**src/rtl/kscip_pkg.sv**
```systemverilog
// Shared types and constants for the keyword substitution cipher.
// No dependencies; used by the cell, the top level and the checker.
package kscip_pkg;

  // Position and letter index width; the alphabet never exceeds 32 letters.
  localparam int unsigned POS_W     = 5;
  localparam int unsigned ARR_DEPTH = 2 ** POS_W;

  localparam logic [7:0] LETTER_BASE = 8'd65;  // 'A'
  localparam logic [7:0] SPACE_CODE  = 8'd32;  // ' '

  typedef enum logic [1:0] {
    MODE_CLEAR  = 2'd0,
    MODE_KEY    = 2'd1,
    MODE_FINISH = 2'd2,
    MODE_TEXT   = 2'd3
  } mode_e;

  // Broadcast control from the top level to every cell.
  typedef struct packed {
    logic             clr;         // wipe the map
    logic             key_en;      // key letter request this cycle
    logic [POS_W-1:0] key_letter;  // letter index of the key request
    logic [POS_W-1:0] pos;         // next keyed position to assign
    logic             ptk_we;      // write keyed position pos
    logic [POS_W-1:0] ptk_letter;  // letter written at keyed position pos
  } cell_ctl_t;

endpackage

```
**src/rtl/kscip_cell.sv**
```systemverilog
// One cell of the cipher map: state of one letter and of one keyed position.
// Depends on kscip_pkg; the finish token moves one cell to the right per cycle.
module kscip_cell
  import kscip_pkg::*;
#(
  parameter int unsigned CELL_ID = 0
) (
  input  logic             clk_i,
  input  logic             rst_ni,
  input  cell_ctl_t        ctl_i,
  input  logic             token_i,
  output logic             token_o,
  output logic             claim_o,
  output logic             used_o,
  output logic [POS_W-1:0] ktp_o,
  output logic [POS_W-1:0] ptk_o
);

  localparam logic [POS_W-1:0] ID = POS_W'(CELL_ID);

  logic             used_q, used_d;
  logic [POS_W-1:0] ktp_q, ktp_d;
  logic [POS_W-1:0] ptk_q, ptk_d;
  logic             token_q;
  logic             key_hit;

  // Claim the next position when the finish token finds this letter unused
  assign claim_o = token_i & ~used_q;
  assign key_hit = ctl_i.key_en & (ctl_i.key_letter == ID) & ~used_q;

  always_comb begin
    used_d = used_q;
    ktp_d  = ktp_q;
    ptk_d  = ptk_q;
    if (ctl_i.clr) begin
      used_d = 1'b0;
      ktp_d  = '0;
      ptk_d  = '0;
    end else begin
      if (claim_o || key_hit) begin
        used_d = 1'b1;
        ktp_d  = ctl_i.pos;
      end
      if (ctl_i.ptk_we && (ctl_i.pos == ID)) begin
        ptk_d = ctl_i.ptk_letter;
      end
    end
  end

  // Hold letter state; pass the token on
  always_ff @(posedge clk_i or negedge rst_ni) begin
    if (!rst_ni) begin
      used_q  <= 1'b0;
      ktp_q   <= '0;
      ptk_q   <= '0;
      token_q <= 1'b0;
    end else begin
      used_q  <= used_d;
      ktp_q   <= ktp_d;
      ptk_q   <= ptk_d;
      token_q <= token_i;
    end
  end

  assign token_o = token_q;
  assign used_o  = used_q;
  assign ktp_o   = ktp_q;
  assign ptk_o   = ptk_q;

endmodule

```
**src/rtl/keyword_substitution_cipher_top.sv**
```systemverilog
// Channel    | Direction | Handshake           | Payload
// input      | in        | in_valid_i/in_stall_o | mode_i, char_code_i
// result     | out       | out_valid_o/out_stall_i | out_char_o, bad_char_o
// config     | in        | cfg_valid_i/cfg_ready_o | cfg_direction_i
//
// Clear and key letter requests update the map on acceptance; a text result
// sits in the output register in the cycle after acceptance.
// Finish sends a token along the row of cells, one cell per cycle, and input
// is stalled until it leaves the row.
// Input also stalls while a held result is stalled downstream.
// Reset is asynchronous: empty map, direction set to encrypt.
//
// Top level of the keyword substitution cipher: control, lookup and
// output register around a row of kscip_cell; depends on kscip_pkg.
module keyword_substitution_cipher_top
  import kscip_pkg::*;
#(
  parameter int unsigned ALPHABET_SIZE = 26
) (
  input  logic       clk_i,
  input  logic       rst_ni,
  input  logic       in_valid_i,
  output logic       in_stall_o,
  input  logic [1:0] mode_i,
  input  logic [7:0] char_code_i,
  output logic       out_valid_o,
  input  logic       out_stall_i,
  output logic [7:0] out_char_o,
  output logic       bad_char_o,
  input  logic       cfg_valid_i,
  output logic       cfg_ready_o,
  input  logic       cfg_direction_i
);

  logic             dir_q;
  logic [POS_W-1:0] next_pos_q, next_pos_d;
  logic             out_valid_q;
  logic [7:0]       out_char_q;
  logic             bad_char_q;

  logic                   in_acc;
  logic                   busy;
  mode_e                  mode;
  logic [7:0]             offset;
  logic                   is_letter;
  logic [POS_W-1:0]       idx;
  logic [POS_W-1:0]       lookup;
  logic                   key_place;
  logic                   any_claim;
  logic [POS_W-1:0]       claim_letter;
  cell_ctl_t              ctl;

  logic [ALPHABET_SIZE:0]   token;
  logic [ALPHABET_SIZE-1:0] claim;
  logic [ARR_DEPTH-1:0]     used_vec;
  logic [POS_W-1:0]         ktp_arr [ARR_DEPTH];
  logic [POS_W-1:0]         ptk_arr [ARR_DEPTH];

  // Accept when the row is idle and the output register can take a result
  assign busy        = |token[ALPHABET_SIZE:1];
  assign in_stall_o  = busy | (out_valid_q & out_stall_i);
  assign in_acc      = in_valid_i & ~in_stall_o;
  assign mode        = mode_e'(mode_i);
  assign cfg_ready_o = 1'b1;

  // Decode the letter index of the incoming byte
  assign offset    = char_code_i - LETTER_BASE;
  assign is_letter = (char_code_i >= LETTER_BASE) && (offset < 8'(ALPHABET_SIZE));
  assign idx       = offset[POS_W-1:0];

  // Encode the letter that claims a position during finish
  always_comb begin
    claim_letter = '0;
    for (int k = 0; k < int'(ALPHABET_SIZE); k++) begin
      if (claim[k]) begin
        claim_letter = claim_letter | POS_W'(k);
      end
    end
  end
  assign any_claim = |claim;

  // Broadcast control to the row
  always_comb begin
    ctl            = '0;
    ctl.clr        = in_acc && (mode == MODE_CLEAR);
    ctl.key_en     = in_acc && (mode == MODE_KEY) && is_letter;
    ctl.key_letter = idx;
    ctl.pos        = next_pos_q;
    key_place      = ctl.key_en && !used_vec[idx];
    ctl.ptk_we     = key_place || any_claim;
    ctl.ptk_letter = any_claim ? claim_letter : idx;
  end

  assign token[0] = in_acc && (mode == MODE_FINISH);

  // Advance the position counter on every placement
  always_comb begin
    next_pos_d = next_pos_q;
    if (ctl.clr) begin
      next_pos_d = '0;
    end else if (ctl.ptk_we) begin
      next_pos_d = next_pos_q + 1'b1;
    end
  end

  // Row of letter cells
  for (genvar k = 0; k < ALPHABET_SIZE; k++) begin : g_cell
    kscip_cell #(
      .CELL_ID (k)
    ) u_cell (
      .clk_i   (clk_i),
      .rst_ni  (rst_ni),
      .ctl_i   (ctl),
      .token_i (token[k]),
      .token_o (token[k+1]),
      .claim_o (claim[k]),
      .used_o  (used_vec[k]),
      .ktp_o   (ktp_arr[k]),
      .ptk_o   (ptk_arr[k])
    );
  end

  // Tie off positions beyond the alphabet
  for (genvar k = ALPHABET_SIZE; k < ARR_DEPTH; k++) begin : g_pad
    assign used_vec[k] = 1'b0;
    assign ktp_arr[k]  = '0;
    assign ptk_arr[k]  = '0;
  end

  assign lookup = dir_q ? ptk_arr[idx] : ktp_arr[idx];

  // Hold direction, position counter and the result register
  always_ff @(posedge clk_i or negedge rst_ni) begin
    if (!rst_ni) begin
      dir_q       <= 1'b1;
      next_pos_q  <= '0;
      out_valid_q <= 1'b0;
      out_char_q  <= '0;
      bad_char_q  <= 1'b0;
    end else begin
      if (cfg_valid_i && cfg_ready_o) begin
        dir_q <= cfg_direction_i;
      end
      next_pos_q <= next_pos_d;
      if (in_acc && (mode == MODE_TEXT)) begin
        out_valid_q <= 1'b1;
        if (is_letter) begin
          out_char_q <= LETTER_BASE + {{(8 - POS_W){1'b0}}, lookup};
          bad_char_q <= 1'b0;
        end else if (char_code_i == SPACE_CODE) begin
          out_char_q <= SPACE_CODE;
          bad_char_q <= 1'b0;
        end else begin
          out_char_q <= char_code_i;
          bad_char_q <= 1'b1;
        end
      end else if (!out_stall_i) begin
        out_valid_q <= 1'b0;
      end
    end
  end

  assign out_valid_o = out_valid_q;
  assign out_char_o  = out_char_q;
  assign bad_char_o  = bad_char_q;

endmodule

```
**config.mk**
```make
export PLATFORM = sky130hd
export DESIGN_NAME = keyword_substitution_cipher_top
export DESIGN_NICKNAME = d
export VERILOG_FILES = /design/src/rtl/kscip_pkg.sv /design/src/rtl/kscip_cell.sv /design/src/rtl/keyword_substitution_cipher_top.sv
export SDC_FILE = /design/constraint.sdc
export NUM_CORES = 1
export LEC_CHECK = 0
export BUFFER_PORTS_ARGS = -buffer_cell sky130_fd_sc_hd__buf_2
export CORE_ASPECT_RATIO = 0.75
export CORE_MARGIN = 2
export CORE_UTILIZATION = 45
export DETAILED_ROUTE_END_ITERATION = 10
export PLACE_DENSITY_LB_ADDON = 0.12
export SLEW_MARGIN = 0
export SYNTH_ARGS = -nofsm -noshare
export SYNTH_HDL_FRONTEND = slang
export SYNTH_SLANG_ARGS = --single-unit
```
**constraint.sdc**
```tcl
create_clock -name clk_i -period 8.12 [get_ports clk_i]
set_clock_uncertainty 0.1 [all_clocks]
set_input_delay 2.436 -clock clk_i [delete_from_list [all_inputs] [get_ports clk_i]]
set_output_delay 2.436 -clock clk_i [all_outputs]
set_load 0.1 [all_outputs]
```
==> metrics.yaml, run 1 <==
wl_per_cell_um: 23.4
power.share.clock: 0.260
clock_path_buffers: 3
portBuffers: 26
drtIter0Drc: 1338
synth.distinct_cells: 72
syn_area_um2: 16500
synth_area_per_cell_um2: 10.8
crit_required_ns: 8.38
holdWs_ns: 0.328
worstRegToRegCells: 9
cts_hold_buf: 0
topRoutingLayerUsed: "met4"
met3_length_mm: 3.85
grt_pass1_vias: 11900
tritoncts: "built"
combPwrFrac: 0.334
numCtsBuffers: 36
die_h_um: 170
syn_nets: 1556
async_reset_ff_frac: 1.00
maxSlewViolCount: 0
netSwitchingFraction: 0.384
hold_viol_final: 0
core_um2: 36000
crit_start: "char_code_i[0]"
max_freq_mhz: 158
cts-root-buf: "clkbuf_16"
tightest_slew_ns: 1.06
r2r-end: "g_cell[18].u_cell.ktp_o[0]"
seqPwrFrac: 0.405
start_kind: "input port"
p_leak_nw: 8.09
hold_class: "flop to flop"
r2r_slack_ns: 4.01
synth_edf_count: 0
vias_per_cell: 5.98
ios: 28
wl_mm: 47.0
worst_hold_startpoint: "g_cell[2].u_cell.token_o"
grt_pass1_wl_mm: 74.3
switching_power_mw: 2.57
yosys.area.top_type: "dfrtp_1"
p_int_mw: 4.11
syn_inst: 1529
finalCritPeriodShare: 0.779
firstDrtPassIters: 6
vias: 12000
initial_utilization: 0.458
drive_gt1_frac: 0.151
synth_top_area_frac: 0.495
ant_nets: 0
status: "finished clean"
vdd_drop_max_mv: 0.175
ys_seq_elements: 328
grt_usage: 0.255
worstHoldEndpoint: "g_cell[3].u_cell.token_o"
synth-warning-count: 0
hpwlAfterDp_mm: 30.6
cts_setup_buffers: 0
worstPathMaxFanout: 26
gp_congestion: 0.877
die_area_um2: 38300
wl_met2_mm: 19.4
final-setup-viol-count: 0
grt_max_degree: 162
rsz0062_at_grt: "false"
cts-resized-gates: 0
post-route-min-period_ns: 6.33
clock_latency_ns: 0.54
final_common_cell: "dfrtp_1"
ys_seq_area_frac: 0.497
antenna_found_initial: 0
placementRows: 60
rr_startpoint: "g_cell[3].u_cell.token_o"
fin_nets: 1546
maxCapViolCount: 0
h-tree-depth: 2
hold_depth: 0
n_antenna_cell: 0
fp.dieW_um: 225
final_cell_mix: "dfrtp_1 (327), mux2i_1 (214), nand2_1 (206)"
end_kind: "flop"
relSlewSlack: 0.289
path_class: "input port to flop"
power.density_nw_per_um2: 364
wl_met1_mm: 23.0
drcViolationCount: 0
cts.sinks: 328
path_clk_slew_ns: 0.06
final.setup.tns_ns: 0
syn_to_final_growth_pct: 11.0
ys.flop_type: "dfrtp_1"
arrival_ns: 6.58
synth_area_leaders: "dfrtp_1 (50%), mux2i_1 (13%), mux4_2 (8.7%)"
gr-total-overflow: 0
==> metrics by stage <==
step	util	total power [mW]	setup WS [ns]	cell area, um2	std cells
final	0.509	6.68	1.79	18300	2007
after global routing	0.509	7.06	1.53	18300	2007
after floorplan	-	4.17	2.11	16500	1529
after global placement	0.475	4.90	1.43	17100	1946
after detailed placement	0.475	4.94	1.28	17100	1946
after CTS	0.509	6.69	1.82	18300	2007
==> area by class of cell <==
cell class	count	area, um2
flip-flops and latches	328	8210
inverters	32	120
multi-input cells	1069	7840
fillers	3263	17700
clock buffers	48	997
clock inverters	13	225
well taps	465	582
repair buffers	52	363
==> registers in the layout (all words and copies together) (netlist names) <==
signal and flops:
g_cell.u_cell.token_o 26, out_char_o 8, g_cell.u_cell.ktp_o 130, g_cell.u_cell.ptk_o 130, next_pos_q 5, bad_char_o 1, out_valid_o 1, dir_q 1
g_cell.u_cell.used_o 26
==> synth_stat cells (all sizes together) (7+ instances only) <==
| library cell | count |
|---|---|
| xnor2 | 7 |
| nand2 | 210 |
| inv | 32 |
| a31oi | 28 |
| clkbuf | 73 |
| nor2b | 7 |
| nand3 | 47 |
| ha | 11 |
| nor4 | 12 |
| nand4 | 12 |
| o211ai | 7 |
| nor3 | 9 |
| o21ai | 75 |
| nand2b | 25 |
| mux4 | 64 |
| nor2 | 188 |
| buf | 27 |
| mux2i | 214 |
| a21oi | 78 |
| dfrtp | 327 |
==> worst max-delay path: stages <==
cell and delay, ns:
buf_4 0.26, inv_1 0.36, ha_1 0.48, nor3b_2 0.54
xnor2_2 0.16, buf_4 0.31, nand3_1 0.17, o21a_1 0.24
a41oi_2 0.48, or3_1 0.81, nor2_4 0.13, mux2i_1 0.16
==> metal layers <==
metal / global-route usage / vias to the layer above
met4: 0.0478 / 0
li1: - / 5380
met3: 0.0582 / 66
met1: 0.406 / 6120
met2: 0.352 / 433
met5: 0 / -
==> worst max path at each step <==
stage,to,cells after the start
after CTS,g_cell[19].u_cell.ptk_o[3],12
after detailed placement,g_cell[19].u_cell.ptk_o[3],12
after floorplan,out_char_o[4],17
after global routing,g_cell[16].u_cell.ptk_o[3],12
final,g_cell[17].u_cell.ptk_o[3],12
after global placement,g_cell[2].u_cell.ptk_o[3],12
==> kinds of logic (layout without fill, tap and decap cells) <==
logic type	Yosys count	count (layout)	share of synthesized area
adder cells (fa/ha/maj)	11	11	0.00833
AND/OR/NAND/NOR	533	533	0.153
buffers and inverters	132	145	0.0331
flip-flops	328	328	0.497
other	1	1	0.000227
multiplexers	282	282	0.220
XOR/XNOR	10	10	0.00530
AO/OA/AOI/OAI	232	232	0.0838
==> power groups by stage <==
stage                     logic [mW]  clock network [mW]  registers, mW
after floorplan                 1.49                   0           2.68
after global placement          2.19                   0           2.71
after detailed placement        2.22                   0           2.71
after CTS                       2.23                1.77           2.69
after global routing            2.44                1.84           2.78
final                           2.23                1.74           2.71
(Power assumes the default switching activity.)
==> inputs of run 2 (changes only) <==
ABC_AREA = 1   (was not set)
clock period = 6.1 ns   (was 8.12 ns; I/O delays follow)
==> metrics.yaml, run 2 <==
vias_per_cell: 5.54
rsz0062_at_grt: "false"
syn_nets: 2294
switching_power_mw: 3.77
netlist_top_cells_count: "nand2_1 (726), nand3_1 (328), dfrtp_1 (327)"
vias: 15300
synth_top_area_frac: 0.482
clock_latency_ns: 0.54
synth_area_leaders: "dfrtp_1 (48%), nand2_1 (16%), nand3_1 (9.7%)"
antenna_found_initial: 0
core_um2: 37200
vdd_drop_max_mv: 0.345
wl_per_cell_um: 19.6
end_kind: "flop"
ys_seq_area_frac: 0.483
placementRows: 61
seqPwrFrac: 0.390
cp_slowest_cell: "nor2_4"
relSlewSlack: 0.353
hpwlAfterDp_mm: 35.0
async_reset_ff_frac: 1.00
totalPowerFinal_mw: 9.07
tritoncts: "built"
max_freq_mhz: 203
crit_required_ns: 6.47
synth.distinct_cells: 43
finalCritPeriodShare: 0.807
syn_inst: 2267
synth_edf_count: 0
drtIter0Drc: 1900
ys.flop_type: "dfrtp_1"
worstPathMaxFanout: 31
ant_nets: 0
clock_path_buffers: 3
drive_gt1_frac: 0.0831
netSwitchingFraction: 0.416
maxSlewViolCount: 0
cts_hold_buf: 0
combPwrFrac: 0.365
grt_usage: 0.280
power.density_nw_per_um2: 486
start_kind: "input port"
initial_utilization: 0.457
final.setup.tns_ns: 0
yosys.area.top_type: "dfrtp_1"
cts_setup_buffers: 0
gp_congestion: 0.950
hold_class: "flop to flop"
power.share.clock: 0.245
n_antenna_cell: 0
final_common_cell: "nand2_1"
numCtsBuffers: 36
synth-warning-count: 0
fp.dieW_um: 228
arrival_ns: 5.29
drcViolationCount: 0
grt_pass1_vias: 14600
synth_area_per_cell_um2: 7.49
wl_mm: 54.2
yosysMostFrequentCell: "nand2_1"
final_cell_mix: "nand2_1 (726), nand3_1 (328), dfrtp_1 (327)"
path_clk_slew_ns: 0.06
final-setup-viol-count: 0
p_leak_nw: 9.54
cts-root-buf: "clkbuf_16"
firstDrtPassIters: 6
die_h_um: 172
cts.sinks: 328
post-route-min-period_ns: 4.92
path_class: "input port to flop"
syn_to_final_growth_pct: 9.77
gr-total-overflow: 0
h-tree-depth: 2
ys_seq_elements: 328
p_int_mw: 5.30
maxCapViolCount: 0
portBuffers: 26
ios: 28
crit_path_cell_trace: "buf_2 > inv_1 > ha_1 > inv_1 > nand2_1 > nand3_1 > nand3_1 > nand3_1 > nor2_4 > nand2_2 > nand2_4 > buf_4 > nand2_4 > nand2_2 > nand2_1 > nand2_1"
syn_area_um2: 17000
fin_nets: 2266
grt_max_degree: 181
status: "finished clean"
cts-resized-gates: 0
hold_viol_final: 0
grt_pass1_wl_mm: 85.8
die_area_um2: 39300
cpPeakStageDelay_ns: 0.68
tightest_slew_ns: 0.971
-- run 2: power groups by stage --
stage	Sequential, mW	Clock, mW	Combinational [mW]
finish	3.53	2.22	3.31
global placement	3.55	0	3.23
global route	3.64	2.36	3.67
floorplan	3.63	0	2.18
CTS	3.52	2.26	3.29
detailed placement	3.55	0	3.27
-- run 2: final cells by class --
type,instances,area [um2]
fillers,3701,18500
flip-flops and latches,328,8210
multi-input cells,1650,7580
clock buffers,50,1030
well taps,504,631
inverters,162,614
repair buffers,61,443
clock inverters,12,140
-- run 2: metrics by stage --
stage	instance area (um2)	utilization	setup WS, ns	hold WS (ns)	instances
after floorplan	17000	-	1.27	0.254	2267
after global placement	17500	0.470	0.755	0.260	2705
after detailed placement	17500	0.470	0.695	0.263	2705
after CTS	18700	0.502	1.22	0.278	2767
after global routing	18700	0.502	0.863	0.291	2767
final	18700	0.502	1.18	0.278	2767
-- run 2: per-layer routing --
layer | global-route usage | vias up | wire [um]
met5 | 0 | - | 0
met1 | 0.428 | 7420 | 26300
met4 | 0.0546 | 0 | 774
met3 | 0.0519 | 50 | 4460
li1 | - | 7300 | -
met2 | 0.416 | 567 | 22600
-- run 2: worst paths after layout --
path / start / end / slack (ns) / depth (start not counted)
max in group asynchronous: rst_ni / dir_q / 3.52 / 2
hold / removal: g_cell[19].u_cell.token_o / g_cell[20].u_cell.token_o / 0.28 / 0
hold reg to reg: g_cell[19].u_cell.token_o / g_cell[20].u_cell.token_o / 0.28 / 0
min in group asynchronous: rst_ni / out_char_o[3] / 1.27 / 1
setup reg to reg: g_cell[9].u_cell.token_o / g_cell[22].u_cell.ptk_o[1] / 2.39 / 14
setup / recovery: char_code_i[1] / g_cell[22].u_cell.ptk_o[0] / 1.18 / 16
-- run 2: cells by family after synthesis --
logic type / synth area share
AOI/OAI and AO/OA: 0.100
and+or+nand+nor: 0.336
DFF: 0.483
xor gates and xnor gates: 0.000516
other: 0.000221
buffers and inverters: 0.0714
adders and majority gates: 0.00810
-- run 2: critical path, delay by kind of cell --
kind / cells / cell delay [ns]
adders and majority gates: 1 / 0.23
and+or+nand+nor: 11 / 2.55
buffers and inverters: 4 / 0.65
